### config.mk
export PLATFORM = sky130hd
export DESIGN_NAME = line_position_centroid_core
export DESIGN_NICKNAME = d
export VERILOG_FILES = /design/src/rtl/lpc_pkg.sv /design/src/rtl/lpc_ctrl.sv /design/src/rtl/lpc_dpath.sv /design/src/rtl/line_position_centroid_core.sv
export VERILOG_INCLUDE_DIRS = /design/src /design/src/rtl
export SDC_FILE = /design/constraint.sdc
export NUM_CORES = 1
export LEC_CHECK = 0
export CORE_MARGIN = 2
export CORE_UTILIZATION = 30
export DETAILED_ROUTE_END_ITERATION = 12
export DONT_BUFFER_PORTS = 1
export GPL_ROUTABILITY_DRIVEN = 0
export SYNTH_ARGS = -nofsm -noshare
export SYNTH_HDL_FRONTEND = slang
export SYNTH_SLANG_ARGS = --single-unit
### constraint.sdc
create_clock -name clk -period 6.7 [get_ports clk]
set_input_delay 1.34 -clock clk [delete_from_list [all_inputs] [get_ports clk]]
set_output_delay 1.34 -clock clk [all_outputs]
set_load 0.01 [all_outputs]
### src/rtl/assert_macros.svh
// assertion macros shared by the line position centroid rtl
`ifndef ASSERT_MACROS_SVH
`define ASSERT_MACROS_SVH

// checked on every clock edge outside reset
`define LPC_ASSERT(label, prop, msg) \
  label: assert property (@(posedge clk) disable iff (!rst_n) prop) else $error(msg);

// checked on every clock edge, reset included
`define LPC_ASSERT_ALWAYS(label, prop, msg) \
  label: assert property (@(posedge clk) prop) else $error(msg);

`endif

### src/rtl/lpc_pkg.sv
// types, constants and control structs for the line position centroid core
`default_nettype none

package lpc_pkg;

  // field and accumulator widths
  localparam int unsigned SAMPLE_W = 12;
  localparam int unsigned WSUM_W = 26;
  localparam int unsigned RSUM_W = 16;
  localparam int unsigned POS_W = 10;
  localparam int unsigned CHAN_W = 4;
  localparam int unsigned WEIGHT_W = 10;
  localparam int unsigned PROD_W = WEIGHT_W + SAMPLE_W;

  // restoring divider: one quotient bit per step
  localparam int unsigned DIV_STEPS = WSUM_W;
  localparam int unsigned DIVCNT_W = 5;

  // full scale of the position
  localparam int unsigned WEIGHT_SPAN = 1000;

  typedef logic [SAMPLE_W-1:0] sample_t;
  typedef logic [WSUM_W-1:0] wsum_t;
  typedef logic [RSUM_W-1:0] rsum_t;
  typedef logic [POS_W-1:0] pos_t;
  typedef logic [CHAN_W-1:0] chan_t;
  typedef logic [WEIGHT_W-1:0] weight_t;
  typedef logic [PROD_W-1:0] prod_t;
  typedef logic [DIVCNT_W-1:0] divcnt_t;

  localparam pos_t POS_MAX = 10'd1000;
  localparam pos_t POS_RESET = 10'd500;
  localparam sample_t THRESH_RESET = 12'd409;

  // controller to datapath commands
  typedef struct packed {
    logic load;      // input word accepted
    logic mul;       // read stored reading, form weight times reading
    logic acc;       // accumulate and advance the slot
    logic div_step;  // one divider iteration
    logic fin;       // close the frame
    logic out_load;  // capture the result word
  } cmd_t;

  // datapath to controller status
  typedef struct packed {
    logic is_compute;  // current slot is the compute slot
  } sts_t;

endpackage

`default_nettype wire

### src/rtl/lpc_ctrl.sv
// controller state machine for the line position centroid core
`default_nettype none

`include "assert_macros.svh"

module lpc_ctrl (
  input  wire logic          clk,
  input  wire logic          rst_n,
  input  wire logic          in_valid,
  output logic               in_stall,
  output logic               out_valid,
  input  wire logic          out_stall,
  input  wire lpc_pkg::sts_t sts,
  output lpc_pkg::cmd_t      cmd
);

  typedef enum logic [2:0] {
    S_IDLE,
    S_MUL,
    S_ACC,
    S_DIV,
    S_FIN,
    S_OUT
  } state_t;

  state_t           state_r;
  lpc_pkg::divcnt_t div_cnt_r;
  logic             out_valid_r;
  logic             accept;
  logic             out_free;

  assign accept    = in_valid && (state_r == S_IDLE);
  assign out_free  = !out_valid_r || !out_stall;
  assign in_stall  = (state_r != S_IDLE);
  assign out_valid = out_valid_r;

  // command decode from state
  always_comb begin
    cmd          = '0;
    cmd.load     = accept;
    cmd.mul      = (state_r == S_MUL);
    cmd.acc      = (state_r == S_ACC);
    cmd.div_step = (state_r == S_DIV);
    cmd.fin      = (state_r == S_FIN);
    cmd.out_load = (state_r == S_OUT) && out_free;
  end

  // state, divider step count and output valid
  always_ff @(posedge clk) begin
    if (!rst_n) begin
      state_r     <= S_IDLE;
      div_cnt_r   <= '0;
      out_valid_r <= 1'b0;
    end else begin
      if (cmd.out_load) begin
        out_valid_r <= 1'b1;
      end else if (!out_stall) begin
        out_valid_r <= 1'b0;
      end
      case (state_r)
        S_IDLE: begin
          div_cnt_r <= '0;
          if (accept) begin
            state_r <= sts.is_compute ? S_DIV : S_MUL;
          end
        end
        S_MUL: begin
          state_r <= S_ACC;
        end
        S_ACC: begin
          state_r <= S_OUT;
        end
        S_DIV: begin
          div_cnt_r <= div_cnt_r + 1'b1;
          if (div_cnt_r == lpc_pkg::divcnt_t'(lpc_pkg::DIV_STEPS - 1)) begin
            state_r <= S_FIN;
          end
        end
        S_FIN: begin
          state_r <= S_OUT;
        end
        S_OUT: begin
          if (out_free) begin
            state_r <= S_IDLE;
          end
        end
        default: begin
          state_r <= S_IDLE;
        end
      endcase
    end
  end

  // only one word in flight
  `LPC_ASSERT(a_busy_after_accept, accept |=> in_stall, "input accepted while busy")
  // closing a frame always leads straight to the output step
  `LPC_ASSERT(a_fin_to_out, (state_r == S_FIN) |=> (state_r == S_OUT), "fin not followed by out")
  // a new result word comes only from the output step
  `LPC_ASSERT(a_out_from_out_state, $rose(out_valid_r) |-> ($past(state_r) == S_OUT),
              "result raised outside output step")

endmodule

`default_nettype wire

### src/rtl/lpc_dpath.sv
// datapath: reading store, weighted sums, divider and result register
`default_nettype none

`include "assert_macros.svh"

module lpc_dpath #(
  parameter int unsigned SENSOR_COUNT = 16
) (
  input  wire logic             clk,
  input  wire logic             rst_n,
  input  wire logic             cfg_wr_en,
  input  wire lpc_pkg::sample_t cfg_wr_data,
  input  wire lpc_pkg::sample_t in_sample,
  input  wire logic             in_sample_valid,
  input  wire logic             in_emitter_on,
  input  wire lpc_pkg::cmd_t    cmd,
  output lpc_pkg::sts_t         sts,
  output lpc_pkg::pos_t         out_position,
  output logic                  out_frame_done,
  output lpc_pkg::chan_t        out_mux_channel,
  output logic                  out_emitter_enable
);

  localparam int unsigned SLOT_W = $clog2(SENSOR_COUNT + 1);
  localparam int unsigned IDX_W = $clog2(SENSOR_COUNT);

  lpc_pkg::weight_t  weight_tab [SENSOR_COUNT];
  lpc_pkg::sample_t  readings_r [SENSOR_COUNT];
  logic [SLOT_W-1:0] slot_r;
  logic [IDX_W-1:0]  idx;
  lpc_pkg::sample_t  thr_r;
  lpc_pkg::wsum_t    wsum_r;
  lpc_pkg::rsum_t    rsum_r;
  lpc_pkg::pos_t     pos_r;
  lpc_pkg::prod_t    prod_r;
  logic              over_r;
  lpc_pkg::rsum_t    rd_r;
  lpc_pkg::rsum_t    rem_r;
  lpc_pkg::wsum_t    quo_r;
  logic              emit_r;
  logic              done_r;
  logic              is_compute;
  logic [lpc_pkg::WSUM_W:0] wsum_add;
  logic [lpc_pkg::RSUM_W:0] rsum_add;
  lpc_pkg::wsum_t    wsum_nxt;
  lpc_pkg::rsum_t    rsum_nxt;
  logic [lpc_pkg::RSUM_W:0]   div_shl;
  logic [lpc_pkg::RSUM_W+1:0] div_diff;
  lpc_pkg::pos_t     pos_nxt;
  logic [7:0]        chan_full;
  lpc_pkg::pos_t     out_position_r;
  logic              out_frame_done_r;
  lpc_pkg::chan_t    out_mux_channel_r;
  logic              out_emitter_enable_r;

  // per-sensor weight floor(index * span / (count - 1)), fixed at elaboration
  for (genvar g = 0; g < SENSOR_COUNT; g++) begin : g_weight
    localparam int unsigned WVAL = (g * lpc_pkg::WEIGHT_SPAN) / (SENSOR_COUNT - 1);
    assign weight_tab[g] = lpc_pkg::weight_t'(WVAL);
  end

  assign idx            = slot_r[IDX_W-1:0];
  assign is_compute     = (slot_r == SLOT_W'(SENSOR_COUNT));
  assign sts.is_compute = is_compute;

  // saturating accumulation
  assign wsum_add = {1'b0, wsum_r} + (lpc_pkg::WSUM_W + 1)'(prod_r);
  assign rsum_add = {1'b0, rsum_r} + {1'b0, rd_r};
  assign wsum_nxt = wsum_add[lpc_pkg::WSUM_W] ? '1 : wsum_add[lpc_pkg::WSUM_W-1:0];
  assign rsum_nxt = rsum_add[lpc_pkg::RSUM_W] ? '1 : rsum_add[lpc_pkg::RSUM_W-1:0];

  // restoring divider step: shift in the next dividend bit, try subtract
  assign div_shl  = {rem_r, quo_r[lpc_pkg::WSUM_W-1]};
  assign div_diff = {1'b0, div_shl} - {2'b00, rsum_r};

  // quotient clamped to full scale
  assign pos_nxt = (quo_r > lpc_pkg::wsum_t'(lpc_pkg::POS_MAX)) ? lpc_pkg::POS_MAX
                                                               : quo_r[lpc_pkg::POS_W-1:0];

  // mux select for the next slot; the result word carries zero when the next slot is the compute slot
  assign chan_full = 8'(SENSOR_COUNT - 1) - 8'(slot_r);

  // control state: threshold, slot, sums, position, stored readings
  always_ff @(posedge clk) begin
    if (!rst_n) begin
      thr_r  <= lpc_pkg::THRESH_RESET;
      slot_r <= '0;
      wsum_r <= '0;
      rsum_r <= '0;
      pos_r  <= lpc_pkg::POS_RESET;
      for (int i = 0; i < SENSOR_COUNT; i++) begin
        readings_r[i] <= '0;
      end
    end else begin
      if (cfg_wr_en) begin
        thr_r <= cfg_wr_data;
      end
      if (cmd.load && !is_compute && in_sample_valid) begin
        readings_r[idx] <= in_sample;
      end
      if (cmd.acc) begin
        if (over_r) begin
          wsum_r <= wsum_nxt;
          rsum_r <= rsum_nxt;
        end
        slot_r <= slot_r + 1'b1;
      end
      if (cmd.fin) begin
        if (rsum_r != '0) begin
          pos_r <= pos_nxt;
        end
        wsum_r <= '0;
        rsum_r <= '0;
        slot_r <= '0;
      end
    end
  end

  // working registers and result word
  always_ff @(posedge clk) begin
    if (cmd.load) begin
      emit_r <= in_emitter_on;
      done_r <= is_compute;
      rem_r  <= '0;
      quo_r  <= wsum_r;
    end
    if (cmd.mul) begin
      prod_r <= readings_r[idx] * weight_tab[idx];
      rd_r   <= lpc_pkg::rsum_t'(readings_r[idx]);
      over_r <= (readings_r[idx] > thr_r);
    end
    if (cmd.div_step) begin
      if (!div_diff[lpc_pkg::RSUM_W+1]) begin
        rem_r <= div_diff[lpc_pkg::RSUM_W-1:0];
        quo_r <= {quo_r[lpc_pkg::WSUM_W-2:0], 1'b1};
      end else begin
        rem_r <= div_shl[lpc_pkg::RSUM_W-1:0];
        quo_r <= {quo_r[lpc_pkg::WSUM_W-2:0], 1'b0};
      end
    end
    if (cmd.out_load) begin
      out_position_r       <= pos_r;
      out_frame_done_r     <= done_r;
      out_mux_channel_r    <= is_compute ? '0 : chan_full[lpc_pkg::CHAN_W-1:0];
      out_emitter_enable_r <= emit_r;
    end
  end

  assign out_position       = out_position_r;
  assign out_frame_done     = out_frame_done_r;
  assign out_mux_channel    = out_mux_channel_r;
  assign out_emitter_enable = out_emitter_enable_r;

  // the position never leaves full scale
  `LPC_ASSERT(a_pos_range, pos_r <= lpc_pkg::POS_MAX, "position above full scale")
  // every weighted contribution comes with a nonzero reading
  `LPC_ASSERT(a_sums_agree, (rsum_r == '0) |-> (wsum_r == '0), "weighted sum without readings")
  // the slot never runs past the compute slot
  `LPC_ASSERT(a_slot_range, slot_r <= SLOT_W'(SENSOR_COUNT), "slot past the compute slot")

endmodule

`default_nettype wire

### src/rtl/line_position_centroid_core.sv
// top level of the line position centroid core
`default_nettype none

// Line position by weighted centroid over a multiplexed bar of SENSOR_COUNT
// reflectance sensors. Each input word is one scan slot: slots 0 to
// SENSOR_COUNT-1 carry a sample for one sensor, the slot after them closes
// the frame and divides the weighted sum by the reading sum. One result word
// per input word. A sensor slot goes from acceptance to the result register
// through accept, read and multiply, accumulate and output; the compute slot
// goes through accept, the restoring divider at one quotient bit per cycle,
// frame close and output. The next word is taken the cycle after the
// result is loaded, so a result may still wait downstream while the next
// word is worked on. The threshold register is written through cfg_wr_en and
// cfg_wr_data; the stored readings clear at reset with no extra pass.
module line_position_centroid_core #(
  parameter int unsigned SENSOR_COUNT = 16
) (
  input  wire logic             clk,
  input  wire logic             rst_n,
  input  wire logic             cfg_wr_en,
  input  wire lpc_pkg::sample_t cfg_wr_data,
  input  wire logic             in_valid,
  output logic                  in_stall,
  input  wire lpc_pkg::sample_t in_sample,
  input  wire logic             in_sample_valid,
  input  wire logic             in_emitter_on,
  output logic                  out_valid,
  input  wire logic             out_stall,
  output lpc_pkg::pos_t         out_position,
  output logic                  out_frame_done,
  output lpc_pkg::chan_t        out_mux_channel,
  output logic                  out_emitter_enable
);

  lpc_pkg::cmd_t cmd;
  lpc_pkg::sts_t sts;

  // slot sequencing and handshake
  lpc_ctrl u_ctrl (
    .clk       (clk),
    .rst_n     (rst_n),
    .in_valid  (in_valid),
    .in_stall  (in_stall),
    .out_valid (out_valid),
    .out_stall (out_stall),
    .sts       (sts),
    .cmd       (cmd)
  );

  // storage, arithmetic and result word
  lpc_dpath #(
    .SENSOR_COUNT (SENSOR_COUNT)
  ) u_dpath (
    .clk                (clk),
    .rst_n              (rst_n),
    .cfg_wr_en          (cfg_wr_en),
    .cfg_wr_data        (cfg_wr_data),
    .in_sample          (in_sample),
    .in_sample_valid    (in_sample_valid),
    .in_emitter_on      (in_emitter_on),
    .cmd                (cmd),
    .sts                (sts),
    .out_position       (out_position),
    .out_frame_done     (out_frame_done),
    .out_mux_channel    (out_mux_channel),
    .out_emitter_enable (out_emitter_enable)
  );

endmodule

`default_nettype wire

### After elaboration in Yosys (flattened, before gate mapping)

Memories as Yosys holds them, arrays and structs flattened. A register that Yosys moved wholly into a read port is not among the register bits.
Index checks and enable logic that the tools add are counted.

* add/sub/neg operators: 6
* multiply operators: 1
* order comparisons: 3
* equal/unequal tests: 11
* mux-type cells: 28
* bitwise logic cells: 2
* reduce and logical (&&, ||, !) cells: 19

Operators by type and width (count)
* 2-to-1 mux 26 bit: 3
* 2-to-1 mux 16 bit: 4
* 2-to-1 mux 10 bit: 3
* adder 26 x 22 -> 27 bit: 1
* greater-than comparator 26 x 10 -> 1 bit, second input constant: 1
* multiplier 12 x 10 -> 22 bit: 1
* subtractor 17 x 16 -> 18 bit: 1
* adder 16 x 12 -> 17 bit: 1
* nonzero test 16 bit: 1
* case mux 3 bit (5 select lines): 1
* greater-than comparator 12 bit: 1
* 2-to-1 mux 12 bit: 1
* 2-to-1 mux 4 bit: 3
* OR reduction 12 bit: 1
* adder 5 x 1 -> 5 bit, second input constant: 2
* == test 5 bit, second input constant: 2
* case mux 5 bit (2 select lines): 1
* 2-to-1 mux 3 bit: 3
* 2-to-1 mux 1 bit: 8
* != test 2 x 1 -> 1 bit, second input constant: 4
* == test 3 x 2 -> 1 bit, second input constant: 2
* == test 3 bit, second input constant: 2
* >= comparator 5 bit, second input constant: 1
* NOT 4 -> 5 bit: 1
* 13 further kinds: 21

* bits in registers: 173
* bits in writable memories: 192
* ROM bits: 160
* bits of input ports: 31
* output and inout port bits: 18
* logic and storage cells: 91
* memories kept: 2

Memories
* u_dpath.readings_r: depth 16, width 12, rd ports 1, clocked after Yosys merged registers in 1, write ports 16, RTL line lpc_dpath.sv:28 `lpc_pkg::sample_t readings_r [SENSOR_COUNT];`
* (no name shown): depth 16, width 10, rd ports 1, clocked after Yosys merged registers in 0, write ports 0, RTL line lpc_dpath.sv:128 `prod_r <= readings_r[idx] * weight_tab[idx];`

### Longest topological paths before layout

Gate-level depths: netlist of the first run.

* depth in word-level cells: 9
* depth in mapped cells: 27
* mapped depth without buffers: 25

### Modules after synthesis

From an unflattened synthesis of the first run, not the netlist that was laid out.

* cells, all modules: 1903
* area, all modules: 22046.1 sq um

Modules (own cells, without submodules)
* lpc_dpath: times used 1, cells each 1833, area each 21468.1 sq um, sequential area each 10079.7 sq um
* lpc_ctrl: times used 1, cells each 70, area each 578.1 sq um, sequential area each 180.2 sq um

### Least setup slack after synthesis of the first run

No wires, ideal clock.

* kind: flip-flop to flip-flop
* start: register (tool-made name)
* end: register u_dpath.prod_r[21] (data pin)
* library setup time: 260 ps
* arrival time: 6507 ps
* required time: 6440 ps
* path slack: -67 ps
* stages on the path, launching flop included: 20
* buffers on the path: 2
* clock period less this slack: 6767 ps
* cell sequence: dfxtp_1 -> buf_2 -> buf_2 -> mux4_2 -> mux4_2 -> and2_1 -> fa_1 -> fa_1 -> fa_1 -> fa_1 -> fa_1 -> ha_1 -> and2_1 -> a22oi_1 -> o31a_1 -> a21oi_1 -> a311o_1 -> a211o_1 -> a21oi_1 -> xnor2_1

RTL lines
* end signal, assigned: RTL line lpc_dpath.sv:128
* end, declared: RTL line lpc_dpath.sv:35 `lpc_pkg::prod_t prod_r;`

==> results.md, run 1 <==
* WP data required at 6.99 ns
* Sink Count at 369
* Seq cells post-synth at 369
* DIE WIDTH at 273.2 um
* Die Area at 74660 um2
* Reg2reg setup slack at 0.19 ns
* Cell total after placement at 2802
* Clock Tree Buf Depth at 3
* Unrepaired setup endpoints after global routing: yes
* Nature of the critical path endpoint: register
* Num rows at 98
* PortBufs at 0
* GRT Util Overall at 0.1352
* Io pins at 49
* Startpoint types: register
* Cell variety after synth at 66
* Ranking of synthesized cells by area: edfxtp_1, dfxtp_1, fa_1
* Internal at 4.181 mW
* Final Non-Filler Cells at 2903
* Gate power share at 0.142
* Final period util at 0.9715
* Hpwl dp at 37130 um
* Pleak at 9.961 nW
* Vias in the first global route at 14.34k
* Fmax at 153.6 MHz
* Reg power frac at 0.477
* Net Sw Frac at 0.2574
* Gr ovfl total at 0
* Layout area overhead at 14.58%
* Pre-antenna DRT Iters at 4
* CTS tree: yes
* Post-Syn Nets at 2117
* Worst Path Arrival at 6.80 ns
* Clk_lat worst skew at 0.55 ns
* DIE HEIGHT at 273.2 um
* Share of cells above drive strength 1 at 0.1618
* Syn Area/Cell at 11.57 um2
* Largest fanout on the critical path at 8
* Crit path cell chain: buf_12 > mux4_2 > mux4_2 > and2_4 > fa_1 > fa_1 > fa_1 > fa_1 > fa_1 > ha_4 > buf_6 > a22oi_2 > o31a_1 > a21oi_2 > a311o_1 > a211o_1 > a21oi_2 > xnor2_1
* Synthesized cell area at 21750 um2
* Final core occ at 0.3480
* Worst Path Buf+Inv at 2
* Clock-pin slew on the worst setup and hold paths at 0.06 ns
* Antenna violations before repair at 4
* Post-Synthesis Cells at 1880
* VDD IR max at 0.0001687 V
* DRC errors left at 0
* Clock power frac at 0.381
* CP Class: register to register
* P per Cell Area at 225.9 nW/um2
* Yosys warns at 0
* FFs w/ async S/R, synth at 0
* Primary FF master, synth: edfxtp_1
* Starting Density at 0.3037
* Via count at 14.15k
* Sw Pwr at 1.449 mW
* CP peak stage delay at 0.62 ns
* Cell mode on critical path: fa_1
* Hold Vio Cnt, Final at 0
* Final critical-path required period at 6.509 ns
* Global-route wire length before repair at 79780 um
* Drt wl/cell at 17.88 um
* ANT nets after route at 0
* Status: finished clean
* Number of flops mapped to enable cells by yosys at 287
* Antenna Cells at 0
* Top-area cell type share of the netlist area at 0.3963
* Final-report setup violation count at 0
* Post-synthesis sequential area ratio at 0.4718
* Clock skew at 0.02360 ns
* Largest net degree at the start of global routing at 51
* Max-Slew Margin vs Limit at 0.1350
* Core Box Area at 71610 um2
* Worst hold start: u_dpath.emit_r
* CTS Buf Count at 39
* Hold crit path type: register to register
* Slowest CP cell: mux4_2
* Max Cap Viol at 0
* CTS H-tree lvls at 2
* Nets at 2161
* Slew Viols, Final at 0
* CP top delay family: adder cells
* Cell taking the most area after synthesis: edfxtp_1
* Routed vias/inst at 4.873
* Post-Route WL at 51920 um
* Worst-margin pin slew at 1.289 ns
* Post-cts hold buffer count at 0
* CTS Root Cell: clkbuf_16
* DR iter-0 viols at 1064
-- cells in the mapped netlist, types with 18 or more instances --
cell type and number:
inv_1 139, mux4_2 60, ha_1 125, nor2_1 88, nor2b_1 37, and2_1 243, xnor2_1 41, mux2i_1 22
a21o_1 20, a21oi_1 56, clkbuf_1 71, fa_1 81, nand2_1 176, dfxtp_1 82, xor2_1 20, edfxtp_1 287
nand2b_1 18, o21ai_0 74, a21oi_2 21, nor3_1 35, nand3_1 20
-- flip-flops by register name (all words and copies together) (netlist names), named ones only --
register and count:
u_dpath.readings_r 192, u_dpath.wsum_r 26, u_dpath.emit_r 1, u_dpath.rem_r 16, u_dpath.out_emitter_enable 1, u_ctrl.div_cnt_r 5
u_dpath.quo_r 26, u_dpath.done_r 1, u_ctrl.state_r 3, u_dpath.out_mux_channel 4, u_dpath.out_frame_done 1, u_dpath.out_position 10
u_dpath.slot_r 5, u_dpath.rsum_r 16, u_dpath.rd_r 12, u_dpath.thr_r 12, u_dpath.pos_r 10, u_ctrl.out_valid 1
u_dpath.over_r 1, u_dpath.prod_r 22
-- power groups by stage --
stage / Combinational [mW] / Sequential [mW] / Clock, mW
2_1_floorplan: 0.567 / 2.70 / 0
5_1_grt: 0.887 / 2.70 / 2.28
3_3_place_gp: 0.730 / 2.73 / 0
6_report: 0.802 / 2.68 / 2.14
4_1_cts: 0.752 / 2.68 / 2.19
3_5_place_dp: 0.749 / 2.73 / 0
-- logic make-up after synthesis --
kind of cell    after synthesis  share of synthesized area
fa+ha+maj                   206                     0.1465
xor+xnor                     61                    0.02457
compound gates              274                    0.08734
buf+inv                     228                    0.04062
simple gates                659                     0.1564
mux                          83                    0.07278
flops                       369                     0.4718
-- metrics by stage --
| stage | hold WS, ns | setup WS (ns) | cell area, um2 | power [mW] | setup TNS (ns) |
|---|---|---|---|---|---|
| 2_1_floorplan | 0.4003 | 0.02683 | 21750 | 3.268 | 0 |
| 3_3_place_gp | 0.4064 | 0.09297 | 23140 | 3.458 | 0 |
| 3_5_place_dp | 0.4106 | 0.04234 | 23140 | 3.479 | 0 |
| 4_1_cts | 0.4247 | 0.009043 | 24390 | 5.624 | 0 |
| 5_1_grt | 0.4426 | -0.09026 | 24920 | 5.868 | -0.09026 |
| 6_report | 0.4234 | 0.1912 | 24920 | 5.630 | 0 |
-- metal layers --
| metal | global-route usage | share of wire | routed length (um) | up-vias |
|---|---|---|---|---|
| met2 | 0.2233 | 0.48 | 24680 | 351 |
| met5 | 0 | 0.00098 | 51 | - |
| met4 | 0.04070 | 0.028 | 1433 | 8 |
| li1 | - | - | - | 6705 |
| met1 | 0.1769 | 0.44 | 22720 | 6986 |
| met3 | 0.03000 | 0.058 | 3031 | 96 |
-- final timing paths --
| path | cells past startpoint | endpoint |
|---|---|---|
| hold / removal | 0 | u_dpath.out_emitter_enable |
| setup / recovery | 18 | u_dpath.prod_r[21] |
| hold reg to reg | 0 | u_dpath.out_emitter_enable |
| setup reg to reg | 18 | u_dpath.prod_r[21] |
-- timing repair --
action                     CTS  global route
setup endpoints to repair    0             5
resized for setup            0            46
buffers inserted             0            27
-- cells in the final DEF, fill, tap and decap left out, types with 17 or more instances in the layout --
cell	instances
nor3_1	28
mux4_2	60
o21ai_1	17
xnor2_1	41
edfxtp_1	287
inv_1	136
ha_1	115
a21oi_2	23
mux2i_1	22
nor2b_1	34
nand2b_1	18
nand2_1	169
a21oi_1	54
a21o_1	20
and2_1	241
dfxtp_1	80
nor2_1	87
fa_1	78
xor2_1	20
o21ai_0	59
buf_4	74
nand3_1	19
clkbuf_16	42
-- worst reg2reg max path: stages (launching register included) --
cell	delay, ns
dfxtp_4	0.46
buf_12	0.18
mux4_2	0.52
mux4_2	0.62
and2_4	0.23
fa_1	0.55
fa_1	0.44
fa_1	0.58
fa_1	0.44
fa_1	0.54
ha_4	0.21
buf_6	0.12
a22oi_2	0.17
o31a_1	0.20
a21oi_2	0.08
a311o_1	0.37
a211o_1	0.32
a21oi_2	0.13
xnor2_1	0.09
-- cell type report --
| class | count | area (um2) |
|---|---|---|
| Timing Repair Buffer | 92 | 845.8 |
| Clock buffer | 50 | 1077 |
| Tap cell | 950 | 1189 |
| Clock inverter | 20 | 170.2 |
| Inverter | 139 | 521.8 |
| Fill cell | 7052 | 46690 |
| Sequential cell | 369 | 10260 |
| Multi-Input combinational cell | 1283 | 10850 |
(Power assumes the default switching activity.)
==> run 2, diff against run 1 <==
--- a/config.mk
+++ b/config.mk
@@ -8,9 +8,10 @@
 export LEC_CHECK = 0
 export CORE_MARGIN = 2
 export CORE_UTILIZATION = 30
+export CTS_BUF_LIST = sky130_fd_sc_hd__clkbuf_4 sky130_fd_sc_hd__clkbuf_8 sky130_fd_sc_hd__clkbuf_16
+export CTS_CLUSTER_DIAMETER = 40
 export DETAILED_ROUTE_END_ITERATION = 12
 export DONT_BUFFER_PORTS = 1
-export GPL_ROUTABILITY_DRIVEN = 0
 export SYNTH_ARGS = -nofsm -noshare
 export SYNTH_HDL_FRONTEND = slang
 export SYNTH_SLANG_ARGS = --single-unit
==> results.md, run 2 (synthesized netlist as in run 1, its figures left out) <==
* DIE HEIGHT at 273.2 um
* Crit path cell chain: buf_6 > clkbuf_16 > buf_6 > mux4_2 > mux4_2 > buf_6 > nand2_2 > fa_1 > inv_1 > fa_1 > fa_1 > fa_1 > fa_1 > ha_4 > buf_6 > a22oi_2 > o31a_1 > a21oi_2 > a311o_1 > a211o_1 > a21oi_2 > xnor2_1
* Worst hold start: u_dpath.emit_r
* Clk_lat worst skew at 0.60 ns
* Unrepaired setup endpoints after global routing: yes
* Most flops, register: u_dpath.readings_r
* Post-Route WL at 52120 um
* Net Sw Frac at 0.2619
* Sink Count at 369
* Via count at 14.29k
* Gate power share at 0.130
* Final setup margin at 0.1781 ns
* Total power at 6.138 mW
* CP top delay family: adder cells
* Fmax at 153.3 MHz
* Max Cap Viol at 0
* CTS Root Cell: clkbuf_16
* CTS tree: yes
* Slew Viols, Final at 0
* Most common cell after layout, fill and taps aside: edfxtp_1
* Placed cell areas at 23140 um2
* Routed vias/inst at 4.895
* DRC errors left at 0
* Cell mode on critical path: fa_1
* GRT Util Overall at 0.1363
* Vias in the first global route at 14.46k
* Max reg flops at 192
* Final Non-Filler Cells at 2920
* Largest net degree at the start of global routing at 51
* Starting Density at 0.3037
* Largest registers: u_dpath.readings_r (192), u_dpath.quo_r (26), u_dpath.wsum_r (26)
* VDD IR max at 0.0002166 V
* Slowest CP cell: mux4_2
* Max-Slew Margin vs Limit at 0.1342
* Antenna violations before repair at 2
* Sw Pwr at 1.607 mW
* P per Cell Area at 242.7 nW/um2
* Final period util at 0.9734
* Final GP Congestion at 0.8466
* Final instance area at 25280 um2
* ANT nets after route at 0
* Worst Path Arrival at 6.85 ns
* DR iter-0 viols at 1063
* Nets at 2170
* CTS Buf Count at 48
* Die Area at 74660 um2
* Io pins at 49
* PortBufs at 0
* Worst-margin pin slew at 1.290 ns
* Antenna Cells at 0
* Global-route wire length before repair at 80610 um
* Most frequent cells in the layout: edfxtp_1, and2_1, nand2_1, inv_1, ha_1
* CP peak stage delay at 0.57 ns
* Hpwl dp at 37130 um
* Status: finished clean
* Share of cells above drive strength 1 at 0.1690
* Final core occ at 0.3531
* Gr ovfl total at 0
* Startpoint types: register
* Pre-CTS WS at 0.04234 ns
* Hold crit path type: register to register
* Clock power frac at 0.433
* Drt wl/cell at 17.85 um
* Num rows at 98
* Core Box Area at 71610 um2
* Worst Path Buf+Inv at 6
* Hold Vio Cnt, Final at 0
* Post-cts hold buffer count at 0
* Pleak at 10.16 nW
* Clock skew at 0.02918 ns
* Largest fanout on the critical path at 8
* Layout area overhead at 16.26%
* Hold slack final at 0.4237 ns
* Fin Setup TNS at 0 ns
* WP data required at 7.03 ns
* Nature of the critical path endpoint: register
* DIE WIDTH at 273.2 um
* Final critical-path required period at 6.522 ns
* Internal at 4.530 mW
* CP Class: register to register
* Reg power frac at 0.437
* Reg2reg setup slack at 0.18 ns
* CTS H-tree lvls at 2
* Pre-antenna DRT Iters at 5
* Clock Tree Buf Depth at 3
* Cell total after placement at 2802
* Final-report setup violation count at 0
* Clock-pin slew on the worst setup and hold paths at 0.07 ns
[run 2: final cells by class]
cell class | instances | area [um2]
clock inverter | 35 | 416.7
sequential | 369 | 10260
fill | 7011 | 46320
clock buffer | 52 | 1244
timing repair buffer | 92 | 823.3
tap | 950 | 1189
inverter | 139 | 521.8
multi-input combinational | 1283 | 10830
[run 2: power by group through the flow]
stage / registers [mW] / clock network [mW] / logic [mW]
detailed placement: 2.73 / 0 / 0.749
global route: 2.70 / 2.80 / 0.884
finish: 2.68 / 2.66 / 0.798
floorplan: 2.70 / 0 / 0.567
CTS: 2.68 / 2.71 / 0.752
global placement: 2.73 / 0 / 0.730
[run 2: worst paths after layout]
check                                                  end  depth (start not counted)
worst max-delay path                    u_dpath.prod_r[21]                         22
worst min-delay path            u_dpath.out_emitter_enable                          0
worst max register to register          u_dpath.prod_r[21]                         22
worst min register to register  u_dpath.out_emitter_enable                          0
[run 2: what timing repair did]
action,CTS,global route
setup buffers,0,28
resized for setup,0,43
endpoints found under the setup margin,0,5
[run 2: per-layer routing]
metal  routed length, um  GRT usage  part of all wire  vias to the layer above
li1                    -          -                 -                     6743
met1               23230     0.1822              0.45                     7102
met2               24960     0.2281              0.48                      350
met3                2596    0.02219             0.050                       93
met4                1301    0.03811             0.025                        4
met5                  27          0           0.00052                        -
==> run 3, diff against run 2 <==
--- a/config.mk
+++ b/config.mk
@@ -14,4 +14,5 @@
 export DONT_BUFFER_PORTS = 1
 export SYNTH_ARGS = -nofsm -noshare
 export SYNTH_HDL_FRONTEND = slang
+export SYNTH_HIERARCHICAL = 1
 export SYNTH_SLANG_ARGS = --single-unit
==> results.md, run 3 <==
* Status: finished clean
* Slowest CP cell: fa_1
* Vias in the first global route at 15.05k
* WP data required at 7.04 ns
* Cell taking the most area after synthesis: edfxtp_1
* DRC errors left at 0
* Largest registers: u_dpath/readings_r (192), u_dpath/quo_r (26), u_dpath/wsum_r (26)
* Via count at 14.79k
* Worst-margin pin slew at 1.441 ns
* Top-area cell type share of the netlist area at 0.3909
* Final instance area at 25430 um2
* P per Cell Area at 245.3 nW/um2
* Cell mode on critical path: fa_1
* Worst Path Arrival at 6.91 ns
* Reg power frac at 0.427
* Max Cap Viol at 0
* Final GP Congestion at 0.8811
* Hold slack final at 0.4182 ns
* CP Class: register to register
* Die Area at 75670 um2
* Pre-antenna DRT Iters at 5
* Clk_lat worst skew at 0.61 ns
* Starting Density at 0.3027
* Nature of the critical path endpoint: register
* CTS tree: yes
* Unrepaired setup endpoints after global routing: yes
* Clock skew at 0.03328 ns
* Pleak at 10.06 nW
* Max-Slew Margin vs Limit at 0.03307
* Most numerous cell in the Yosys netlist: edfxtp_1
* Max reg flops at 192
* Post-Synthesis Cells at 1903
* Final-report setup violation count at 0
* Net Sw Frac at 0.2568
* GRT Util Overall at 0.1436
* Worst Path Buf+Inv at 5
* Worst hold start: u_dpath/emit_r
* Primary FF master, synth: edfxtp_1
* FFs w/ async S/R, synth at 0
* DIE HEIGHT at 275.1 um
* Startpoint types: register
* Yosys warns at 6
* Placed cell areas at 23220 um2
* CTS Root Cell: clkbuf_16
* CTS Buf Count at 55
* ANT nets after route at 0
* Syn Area/Cell at 11.58 um2
* Post-cts hold buffer count at 0
* Slew Viols, Final at 0
* DR iter-0 viols at 1322
* Number of flops mapped to enable cells by yosys at 287
* Largest net degree at the start of global routing at 49
* Synthesized cell area at 22050 um2
* Largest fanout on the critical path at 8
* Final period util at 0.9810
* Crit path cell chain: buf_12 > buf_12 > buf_4 > mux4_2 > mux4_2 > and2_1 > fa_1 > fa_1 > inv_1 > fa_1 > fa_1 > inv_1 > fa_1 > ha_2 > a21o_1 > a21o_1 > a21oi_2 > o21ai_2 > a21oi_4 > o21ai_1 > a311o_1
* # fillers at 7097
* Io pins at 49
* Clock Tree Buf Depth at 3
* Global-route wire length before repair at 84950 um
* DIE WIDTH at 275.1 um
* Ranking of synthesized cells by area: edfxtp_1, dfxtp_1, fa_1
* PortBufs at 0
* Most common cell after layout, fill and taps aside: edfxtp_1
* Hold crit path type: register to register
* VDD IR max at 0.0002255 V
* Cell variety after synth at 76
* Post-synthesis sequential area ratio at 0.4654
* Final critical-path required period at 6.573 ns
* Drt wl/cell at 18.78 um
* Clock power frac at 0.459
* Post-Route WL at 55050 um
* Gr ovfl total at 0
* Fmax at 152.1 MHz
* Most flops, register: u_dpath/readings_r
* Sink Count at 369
* CP peak stage delay at 0.54 ns
* Nets at 2162
* Clock-pin slew on the worst setup and hold paths at 0.06 ns
* Num rows at 99
* Antenna violations before repair at 4
* Gate power share at 0.114
* Seq cells post-synth at 369
* Sw Pwr at 1.602 mW
* Internal at 4.636 mW
* Share of cells above drive strength 1 at 0.1648
* Routed vias/inst at 5.045
* CTS H-tree lvls at 2
* Most frequent cells in the layout: edfxtp_1, and2_1, inv_1, ha_1, nand2_1
* Hold Vio Cnt, Final at 0
* Post-Syn Nets at 2140
* Hpwl dp at 38900 um
* Synth cell count leaders: edfxtp_1, and2_1, inv_1, ha_1, nand2_1
* CP top delay family: adder cells
* Layout area overhead at 15.36%
* Core Box Area at 72830 um2
[run 3: changes by cell type in the layout (fill, tap and decap cells not counted), sizes merged, moves of 14 or more]
cell	previous run	this run
nand2	176	120
buf	90	57
nor2b	37	11
inv	149	174
mux2	1	25
o21ai	78	95
a21oi	77	92
a211oi	6	20
clkbuf	54	68
[run 3: final timing paths]
check	to	cells after the start	slack (ns)
setup / recovery	u_dpath/prod_r[20]	21	0.13
hold / removal	u_dpath/out_emitter_enable	0	0.42
setup reg to reg	u_dpath/prod_r[20]	21	0.13
hold reg to reg	u_dpath/out_emitter_enable	0	0.42
[run 3: cells by family (layout without fill, tap and decap cells)]
family | after synthesis | count (layout) | share of synthesized area
and+or+nand+nor | 587 | 587 | 0.1416
xor gates and xnor gates | 53 | 53 | 0.02106
AOI/OAI and AO/OA | 332 | 332 | 0.1012
buffers and inverters | 258 | 325 | 0.04631
adders and majority gates | 206 | 206 | 0.1445
DFF | 369 | 369 | 0.4654
other | 0 | 1 | 0
muxes | 98 | 100 | 0.07997
[run 3: repair_timing]
action | CTS | global route
resized for setup | 0 | 32
setup buffers | 0 | 13
endpoints found under the setup margin | 0 | 5
[run 3: final cells by class]
cell class                 instances  area (um2)  area share
multi-input combinational       1278       10920      0.4295
sequential                       369       10260      0.4036
clock buffer                      65        1475     0.05800
tap                              959        1200     0.04718
inverter                         161       604.3     0.02376
timing repair buffer              60       585.6     0.02302
clock inverter                    39       377.9     0.01486
antenna                            1       2.502  0.00009839
[run 3: metal layers]
| layer | vias to the layer above | routed length [um] | GRT usage |
|---|---|---|---|
| met5 | - | 19 | 0 |
| met4 | 4 | 1448 | 0.04523 |
| met3 | 95 | 3971 | 0.03483 |
| met2 | 473 | 26680 | 0.2448 |
| met1 | 7367 | 22930 | 0.1789 |
| li1 | 6853 | - | - |
[run 3: through the flow]
| step | util | setup TNS [ns] | power, mW | instances | worst slack (ns) |
|---|---|---|---|---|---|
| after floorplan | - | 0 | 3.190 | 1903 | 0.03813 |
| after global placement | 0.3188 | 0 | 3.359 | 2809 | 0.1881 |
| after detailed placement | 0.3188 | 0 | 3.380 | 2809 | 0.1626 |
| after CTS | 0.3442 | 0 | 6.258 | 2913 | 0.1255 |
| after global routing | 0.3492 | -0.08300 | 6.486 | 2931 | -0.07267 |
| final | 0.3492 | 0 | 6.238 | 2932 | 0.1273 |
[run 3: power by group through the flow]
stage          clock network [mW]  registers [mW]  logic, mW
6_report                     2.86            2.67      0.712
5_1_grt                      3.03            2.68      0.783
4_1_cts                      2.92            2.66      0.676
3_5_place_dp                    0            2.71      0.672
3_3_place_gp                    0            2.71      0.654
2_1_floorplan                   0            2.68      0.514
